--- config.mk ---
export PLATFORM = sky130hd
export DESIGN_NAME = utf8_to_utf16_decoder
export DESIGN_NICKNAME = d
export VERILOG_FILES = /design/src/design/utd_pkg.sv /design/src/design/utf8_to_utf16_decoder.sv /design/src/design/utd_core.sv /design/src/design/utd_result_queue.sv
export SDC_FILE = /design/constraint.sdc
export NUM_CORES = 1
export LEC_CHECK = 0
export BUFFER_PORTS_ARGS = -buffer_cell sky130_fd_sc_hd__clkbuf_2
export CAP_MARGIN = 25
export CELL_PAD_IN_SITES_DETAIL_PLACEMENT = 1
export CELL_PAD_IN_SITES_GLOBAL_PLACEMENT = 2
export CORE_ASPECT_RATIO = 0.5
export CORE_MARGIN = 5
export CORE_UTILIZATION = 41
export DETAILED_ROUTE_END_ITERATION = 6
export GPL_ROUTABILITY_DRIVEN = 1
export PLACE_DENSITY = 0.86
export SYNTH_ARGS = -nofsm -noshare
export SYNTH_HDL_FRONTEND = slang
export SYNTH_SLANG_ARGS = --single-unit
export TNS_END_PERCENT = 30
--- constraint.sdc ---
create_clock -name clk -period 6.7 [get_ports clk]
set_input_delay 1.34 -clock clk [delete_from_list [all_inputs] [get_ports clk]]
set_output_delay 1.34 -clock clk [all_outputs]
set_load 0.02 [all_outputs]
--- src/design/utd_pkg.sv ---
`default_nettype none

package utd_pkg;

    // Default width of the byte and unit counters.
    localparam int COUNT_WIDTH_DEF = 16;

    // One result word as it leaves the block.
    typedef struct packed {
        logic        is_summary;
        logic [15:0] code_unit;
        logic [15:0] bytes_consumed;
        logic [15:0] units_produced;
    } result_t;

    // Up to two result words produced by one input byte, unit word first.
    typedef struct packed {
        logic    unit_valid;
        logic    summary_valid;
        result_t unit;
        result_t summary;
    } push_t;

endpackage

`default_nettype wire

--- src/design/utf8_to_utf16_decoder.sv ---
// UTF-8 to 16-bit code unit decoder.
// Bytes of a string enter on the s_ channel, one word per byte, with s_tlast
// on the final byte of the buffer. Decoded code units leave on the m_ channel;
// the final byte also produces a summary word, marked by m_tlast, carrying the
// bytes consumed and units produced for the run, after which the run restarts.
// The cfg_ channel sets the unit limit (zero counts units without sending
// them) and is always ready; it is to be written only while the block is
// idle, a rule on the user that the block itself does not enforce.
// An accepted byte is held in the input register and is decoded from there
// into the result queue when the queue has room, and its word then shows on
// m_tvalid. One byte is taken every cycle while the queue has room; the final
// byte of a run yields up to two words, which leave unit word first.
// When the receiver stalls, the four-word result queue absorbs the backlog,
// then s_tready drops until there is room for two words again.
// Reset clears the held sequence, the counters, the limit and the queue.
`default_nettype none

module utf8_to_utf16_decoder #(
    parameter int COUNT_WIDTH = utd_pkg::COUNT_WIDTH_DEF
) (
    input  wire logic          clk,
    input  wire logic          rst_n,
    input  wire logic          s_tvalid,
    output logic               s_tready,
    input  wire logic [7:0]    s_tdata,    // in_byte
    input  wire logic          s_tlast,    // is_last
    output logic               m_tvalid,
    input  wire logic          m_tready,
    output logic [47:0]        m_tdata,    // code_unit, bytes_consumed, units_produced
    output logic               m_tlast,    // is_summary
    input  wire logic          cfg_valid,
    output logic               cfg_ready,
    input  wire logic [15:0]   cfg_data    // output_limit
);

    utd_pkg::push_t push;
    logic           space;

    assign cfg_ready = 1'b1;

    utd_core #(
        .COUNT_WIDTH (COUNT_WIDTH)
    ) u_core (
        .clk       (clk),
        .rst_n     (rst_n),
        .s_tvalid  (s_tvalid),
        .s_tready  (s_tready),
        .s_tdata   (s_tdata),
        .s_tlast   (s_tlast),
        .cfg_valid (cfg_valid),
        .cfg_data  (cfg_data),
        .space     (space),
        .push      (push)
    );

    utd_result_queue u_queue (
        .clk      (clk),
        .rst_n    (rst_n),
        .push     (push),
        .space    (space),
        .m_tvalid (m_tvalid),
        .m_tready (m_tready),
        .m_tdata  (m_tdata),
        .m_tlast  (m_tlast)
    );

endmodule

`default_nettype wire

--- src/design/utd_core.sv ---
`default_nettype none

module utd_core #(
    parameter int COUNT_WIDTH = utd_pkg::COUNT_WIDTH_DEF
) (
    input  wire logic          clk,
    input  wire logic          rst_n,
    input  wire logic          s_tvalid,
    output logic               s_tready,
    input  wire logic [7:0]    s_tdata,
    input  wire logic          s_tlast,
    input  wire logic          cfg_valid,
    input  wire logic [15:0]   cfg_data,
    input  wire logic          space,
    output utd_pkg::push_t     push
);

    typedef enum logic [1:0] {
        HELD_NONE   = 2'd0,
        HELD_LEAD   = 2'd1,
        HELD_FOLLOW = 2'd2
    } held_t;

    localparam int CW = (COUNT_WIDTH > 16) ? COUNT_WIDTH : 16;
    localparam logic [COUNT_WIDTH-1:0] CNT_MAX = {COUNT_WIDTH{1'b1}};

    localparam logic [7:0] MASK_TOP  = 8'h80;
    localparam logic [7:0] MASK_LEAD2 = 8'he0;
    localparam logic [7:0] CODE_LEAD2 = 8'hc0;
    localparam logic [7:0] MASK_LEAD3 = 8'hf0;
    localparam logic [7:0] CODE_LEAD3 = 8'he0;
    localparam logic [7:0] BITS_LEAD2 = 8'h1f;
    localparam logic [7:0] BITS_FOLLOW = 8'h3f;
    localparam logic [7:0] BITS_LEAD3 = 8'h0f;

    logic                   in_valid_reg;
    logic [7:0]             in_byte_reg;
    logic                   in_last_reg;
    logic [15:0]            limit_reg;
    logic [7:0]             lead_reg, lead_next;
    logic [7:0]             follow_reg, follow_next;
    held_t                  held_reg, held_next;
    logic [COUNT_WIDTH-1:0] byte_cnt_reg, byte_cnt_next;
    logic [COUNT_WIDTH-1:0] unit_cnt_reg, unit_cnt_next;
    logic                   stopped_reg, stopped_next;

    logic                   advance;
    logic                   limit_hit;
    logic [1:0]             byte_inc;
    logic                   unit_emit;
    logic [15:0]            unit_val;
    logic                   stopped_main;
    logic [COUNT_WIDTH:0]   byte_sum;
    logic [COUNT_WIDTH:0]   unit_sum;
    logic [COUNT_WIDTH-1:0] byte_sat;
    logic [COUNT_WIDTH-1:0] unit_sat;

    function automatic logic [15:0] report16(input logic [COUNT_WIDTH-1:0] c);
        logic [CW-1:0] ext;
        ext = CW'(c);
        return (ext > CW'(16'hFFFF)) ? 16'hFFFF : ext[15:0];
    endfunction

    assign advance  = in_valid_reg && space;
    assign s_tready = !in_valid_reg || space;

    assign limit_hit = (limit_reg != 16'd0) && (CW'(unit_cnt_reg) >= CW'(limit_reg));

    always_comb
    begin
        lead_next    = lead_reg;
        follow_next  = follow_reg;
        held_next    = held_reg;
        stopped_main = stopped_reg;
        byte_inc     = 2'd0;
        unit_emit    = 1'b0;
        unit_val     = 16'd0;

        if (!stopped_reg)
        begin
            case (held_reg)
                HELD_NONE:
                begin
                    if (in_byte_reg == 8'd0 || limit_hit)
                    begin
                        stopped_main = 1'b1;
                    end
                    else if ((in_byte_reg & MASK_TOP) == 8'd0)
                    begin
                        unit_emit = 1'b1;
                        unit_val  = {8'd0, in_byte_reg};
                        byte_inc  = 2'd1;
                    end
                    else if ((in_byte_reg & MASK_LEAD2) == CODE_LEAD2 ||
                             (in_byte_reg & MASK_LEAD3) == CODE_LEAD3)
                    begin
                        lead_next = in_byte_reg;
                        held_next = HELD_LEAD;
                    end
                    else
                    begin
                        byte_inc = 2'd1;
                    end
                end
                HELD_LEAD:
                begin
                    if ((lead_reg & MASK_LEAD2) == CODE_LEAD2)
                    begin
                        unit_emit = 1'b1;
                        unit_val  = {5'd0, lead_reg[4:0] & BITS_LEAD2[4:0],
                                     in_byte_reg[5:0] & BITS_FOLLOW[5:0]};
                        byte_inc  = 2'd2;
                        held_next = HELD_NONE;
                    end
                    else
                    begin
                        follow_next = in_byte_reg;
                        held_next   = HELD_FOLLOW;
                    end
                end
                default:
                begin
                    unit_emit = 1'b1;
                    unit_val  = {lead_reg[3:0] & BITS_LEAD3[3:0],
                                 follow_reg[5:0] & BITS_FOLLOW[5:0],
                                 in_byte_reg[5:0] & BITS_FOLLOW[5:0]};
                    byte_inc  = 2'd3;
                    held_next = HELD_NONE;
                end
            endcase
        end

        // A sequence cut short by the final byte: the lead is consumed and a
        // held follower is looked at once more as a lead. No unit was made
        // above in this case, so the unit count is still the old one.
        if (in_last_reg && !stopped_main && held_next != HELD_NONE)
        begin
            byte_inc = 2'd1;
            if (held_next == HELD_FOLLOW && follow_next != 8'd0 && !limit_hit)
            begin
                if ((follow_next & MASK_TOP) == 8'd0)
                begin
                    unit_emit = 1'b1;
                    unit_val  = {8'd0, follow_next};
                end
                byte_inc = 2'd2;
            end
        end
    end

    assign byte_sum = {1'b0, byte_cnt_reg} + (COUNT_WIDTH+1)'(byte_inc);
    assign unit_sum = {1'b0, unit_cnt_reg} + (COUNT_WIDTH+1)'(unit_emit);
    assign byte_sat = byte_sum[COUNT_WIDTH] ? CNT_MAX : byte_sum[COUNT_WIDTH-1:0];
    assign unit_sat = unit_sum[COUNT_WIDTH] ? CNT_MAX : unit_sum[COUNT_WIDTH-1:0];

    always_comb
    begin
        if (in_last_reg)
        begin
            stopped_next  = 1'b0;
            byte_cnt_next = '0;
            unit_cnt_next = '0;
        end
        else
        begin
            stopped_next  = stopped_main;
            byte_cnt_next = byte_sat;
            unit_cnt_next = unit_sat;
        end
    end

    always_comb
    begin
        push.unit_valid               = advance && unit_emit && (limit_reg != 16'd0);
        push.unit.is_summary          = 1'b0;
        push.unit.code_unit           = unit_val;
        push.unit.bytes_consumed      = 16'd0;
        push.unit.units_produced      = 16'd0;
        push.summary_valid            = advance && in_last_reg;
        push.summary.is_summary       = 1'b1;
        push.summary.code_unit        = 16'd0;
        push.summary.bytes_consumed   = report16(byte_sat);
        push.summary.units_produced   = report16(unit_sat);
    end

    always_ff @(posedge clk or negedge rst_n)
    begin
        if (!rst_n)
        begin
            in_valid_reg <= 1'b0;
            limit_reg    <= 16'd0;
            lead_reg     <= 8'd0;
            follow_reg   <= 8'd0;
            held_reg     <= HELD_NONE;
            byte_cnt_reg <= '0;
            unit_cnt_reg <= '0;
            stopped_reg  <= 1'b0;
        end
        else
        begin
            if (s_tready)
            begin
                in_valid_reg <= s_tvalid;
            end
            if (cfg_valid)
            begin
                limit_reg <= cfg_data;
            end
            if (advance)
            begin
                lead_reg     <= in_last_reg ? 8'd0 : lead_next;
                follow_reg   <= in_last_reg ? 8'd0 : follow_next;
                held_reg     <= in_last_reg ? HELD_NONE : held_next;
                byte_cnt_reg <= byte_cnt_next;
                unit_cnt_reg <= unit_cnt_next;
                stopped_reg  <= stopped_next;
            end
        end
    end

    always_ff @(posedge clk)
    begin
        if (s_tready && s_tvalid)
        begin
            in_byte_reg <= s_tdata;
            in_last_reg <= s_tlast;
        end
    end

endmodule

`default_nettype wire

--- src/design/utd_result_queue.sv ---
`default_nettype none

module utd_result_queue (
    input  wire logic              clk,
    input  wire logic              rst_n,
    input  wire utd_pkg::push_t    push,
    output logic                   space,
    output logic                   m_tvalid,
    input  wire logic              m_tready,
    output logic [47:0]            m_tdata,
    output logic                   m_tlast
);

    localparam int DEPTH = 4;
    localparam int AW    = $clog2(DEPTH);

    utd_pkg::result_t    entry_reg [DEPTH];
    logic [AW-1:0]       wr_ptr_reg, wr_ptr_next;
    logic [AW-1:0]       rd_ptr_reg;
    logic [AW:0]         count_reg, count_next;
    logic [AW-1:0]       second_ptr;
    logic                pop;
    utd_pkg::result_t    head;

    // Room for the two words a final byte can produce.
    assign space    = count_reg <= (AW+1)'(DEPTH - 2);
    assign m_tvalid = count_reg != '0;
    assign pop      = m_tvalid && m_tready;
    assign head     = entry_reg[rd_ptr_reg];
    assign m_tdata  = {head.units_produced, head.bytes_consumed, head.code_unit};
    assign m_tlast  = head.is_summary;

    assign second_ptr  = wr_ptr_reg + AW'(push.unit_valid);
    assign wr_ptr_next = second_ptr + AW'(push.summary_valid);
    assign count_next  = count_reg + (AW+1)'(push.unit_valid) + (AW+1)'(push.summary_valid)
                         - (AW+1)'(pop);

    always_ff @(posedge clk or negedge rst_n)
    begin
        if (!rst_n)
        begin
            wr_ptr_reg <= '0;
            rd_ptr_reg <= '0;
            count_reg  <= '0;
        end
        else
        begin
            wr_ptr_reg <= wr_ptr_next;
            count_reg  <= count_next;
            if (pop)
            begin
                rd_ptr_reg <= rd_ptr_reg + AW'(1);
            end
        end
    end

    always_ff @(posedge clk)
    begin
        if (push.unit_valid)
        begin
            entry_reg[wr_ptr_reg] <= push.unit;
        end
        if (push.summary_valid)
        begin
            entry_reg[second_ptr] <= push.summary;
        end
    end

endmodule

`default_nettype wire

==> impl_metrics.tcl <==
set metrics [dict create \
    remaining_drc_errors 0 \
    fin_crit_sh 0.775 \
    grt_setup_unrepaired "false" \
    routed.top_layer "met4" \
    insertedDiodeCount 0 \
    yosysTopAreaCell "edfxtp_1" \
    cts_made_buffers 26 \
    finalHoldViolCount 0 \
    area.sequential_um2 7350 \
    htree_num_levels 1 \
    io_buffers 80 \
    grt_max_degree 76 \
    synthArstFlopShare 0.268 \
    slew_headroom 0.327 \
    ys_ff_latch 280 \
    drive_above_1_share 0.174 \
    drt_iter0_markers 709 \
    synth_area_um2 12800 \
    synth.top_cell.area_share 0.321 \
    cts_setup_buffers 0 \
    core-area_um2 30600 \
    ys_warn_count 0 \
    m1WireLength_um 16300 \
    final_cell_mix "173 x nor2_1, 137 x edfxtp_1, 122 x o21ai_0, 99 x nand2_1, 79 x clkbuf_2" \
    row_count 45 \
    vias 9460 \
    clock-root-buffer "clkbuf_16" \
    fillers 3344 \
    fp.dieH_um 135 \
    finalSetupViolCount 0 \
    finalPower_w 0.00656 \
    area_growth_pct 13.5 \
    cts_hold_buf 0 \
    tritoncts "done" \
    hp-class "register to register" \
    period_needed_ns 5.19 \
    crit_required_ns 6.97 \
    groute.usage.overall 0.211 \
    antenna_found_initial 0 \
    io_pins 82 \
    cp_slowest_cell "o31ai_1" \
    leakagePower_nw 5.45 \
    dieArea_um2 35100 \
    critPathArrivalTime_ns 5.46 \
    fin_worst_skew_ns 0.0153 \
    routed_via_density 5.72 \
    yosysSeqAreaShare 0.573 \
    largest_reg_flops 196 \
    ant_nets 0 \
    synth.distinct_cells 60 \
    syn_nets 1218 \
    clk_path_buf_depth 3 \
    ctsResizeCount 0 \
    first_pass_iters 5 \
    ys.flop_type "edfxtp_1" \
    slew_violations 0 \
    ir_drop_uv 224 \
    cp-start-kind "register" \
    clock_sinks 280 \
    clkTransAtPathRegs_ns 0.07 \
    final_common_cell "nor2_1" \
    grt_pass1_vias 10200 \
    synth.area.top_cells "edfxtp_1 32%, dfrtp_1 15%, dfxtp_1 11%" \
    maxCapViolations 0 \
    worst_path_largest_cell_delay_ns 0.74 \
    max_freq_mhz 193 \
    power_density_nw_per_um2 451 \
    nets 1269 \
    drt_wl_total_um 37000 \
    status "complete, no violations" \
    fin_util 0.476 \
    worst_setup_path_end_kind "register" \
    wl_met3_um 1550 \
    synth_edf_count 137 \
    multi_input_area_um2 5080 \
    gp_congestion 0.847 \
    avgSynthCellArea_um2 11.0 \
    initial_core_util 0.420 \
    grt_pass1_wl_um 58400 \
    syn_inst 1161 \
    dp_hpwl_um 23200 \
    max_slew.worst_pin.slew_ns 1.00 \
    die_w_um 260 \
    overflow 0 \
    crit_chain "ha_1 -> a21oi_1 -> o21ai_0 -> a211oi_1 -> a21oi_1 -> o21ai_0 -> nand2_1 -> o21bai_1 -> ha_1 -> ha_1 -> nand2_1 -> nor3_1 -> and2_1 -> nand2_1 -> o31ai_1 -> nor2_1" \
    wl_per_cell_um 22.3 \
    fin_tns_setup_ns 0 \
    worst-path-max-fanout 6 \
    critPathKind "register to register" \
    worst_skew_pair.late_latency_ns 0.55 \
    dr_wl_met2_um 18400 \
]
==> synth_stat cells, types with 4 or more instances <==
cell      number
mux4_2        49
inv_1         24
nand2b_1       9
ha_1          24
a21o_1         7
xor2_1         9
edfxtp_1     137
a22o_1         6
buf_6          4
nand2_1       99
a311oi_1       4
buf_1          8
o21ai_0      123
nor3_1        10
nor4_1         8
clkbuf_1      61
nor2b_1        4
or3_1          4
nor2_1       174
xnor2_1       15
nand4_1        8
dfxtp_1       68
buf_2          4
a22oi_1       12
o31ai_1        5
and2_1        12
nand3_1       69
dfrtp_1       75
a21oi_1       78
==> power breakdown <==
group	internal (W)	switching, W	total (W)
clock network	0.000913	0.000676	0.00159
logic	0.000803	0.00165	0.00245
registers	0.00224	0.000286	0.00253
total	0.00396	0.00261	0.00656
==> cell type report <==
cell class,count,share of cell area
Multi-Input combinational cell,778,0.349
Tap cell,423,0.0364
Clock buffer,35,0.0520
Clock inverter,13,0.0107
Timing Repair Buffer,101,0.0401
Sequential cell,280,0.505
Inverter,25,0.00653
==> path summary, 6_finish.rpt <==
kind / start / to / slack [ns] / cells past startpoint
worst max-delay path: u_core.unit_cnt_reg[7] / u_queue.entry_reg[2][14] / 1.51 / 16
worst max register to register: u_core.unit_cnt_reg[7] / u_queue.entry_reg[2][14] / 1.51 / 16
worst min register to register: u_queue.entry_reg[2][48] / u_queue.entry_reg[2][48] / 0.46 / 1
max in group asynchronous: rst_n / u_queue.rd_ptr_reg[0] / 5.46 / 2
min in group asynchronous: rst_n / u_core.lead_reg[1] / 0.64 / 1
worst min-delay path: u_queue.entry_reg[2][48] / u_queue.entry_reg[2][48] / 0.46 / 1
==> cells by family (layout without fill, tap and decap cells) <==
logic type,Yosys count,in the layout,synth area share
and+or+nand+nor,411,411,0.142
DFF,280,280,0.573
buffers and inverters,103,174,0.0333
AOI/OAI and AO/OA,262,262,0.117
adders and majority gates,27,27,0.0281
muxes,53,53,0.0896
xor gates and xnor gates,24,24,0.0164
other,1,1,0.000292
==> per-stage QoR <==
stage	area [µm²]	cells	hold slack [ns]	setup WS, ns
after floorplan	12800	1161	0.421	1.90
after global placement	13600	1604	0.433	1.45
after detailed placement	13600	1605	0.446	1.31
after CTS	14500	1653	0.456	1.28
after global routing	14600	1655	0.468	1.03
final	14600	1655	0.459	1.51
==> layer usage <==
layer,global-route usage,vias to the layer above
li1,-,4289
met1,0.284,4916
met2,0.371,210
met3,0.0271,45
met4,0.0454,0
met5,0,-
==> worst max-delay path, delay by kind of cell (launching register included) <==
kind / cells / cell delay [ns]
DFF: 1 / 0.43
adders and majority gates: 3 / 0.77
and+or+nand+nor: 6 / 1.17
AOI/OAI and AO/OA: 7 / 2.53
No activity file was read; power rests on OpenSTA's default activity.
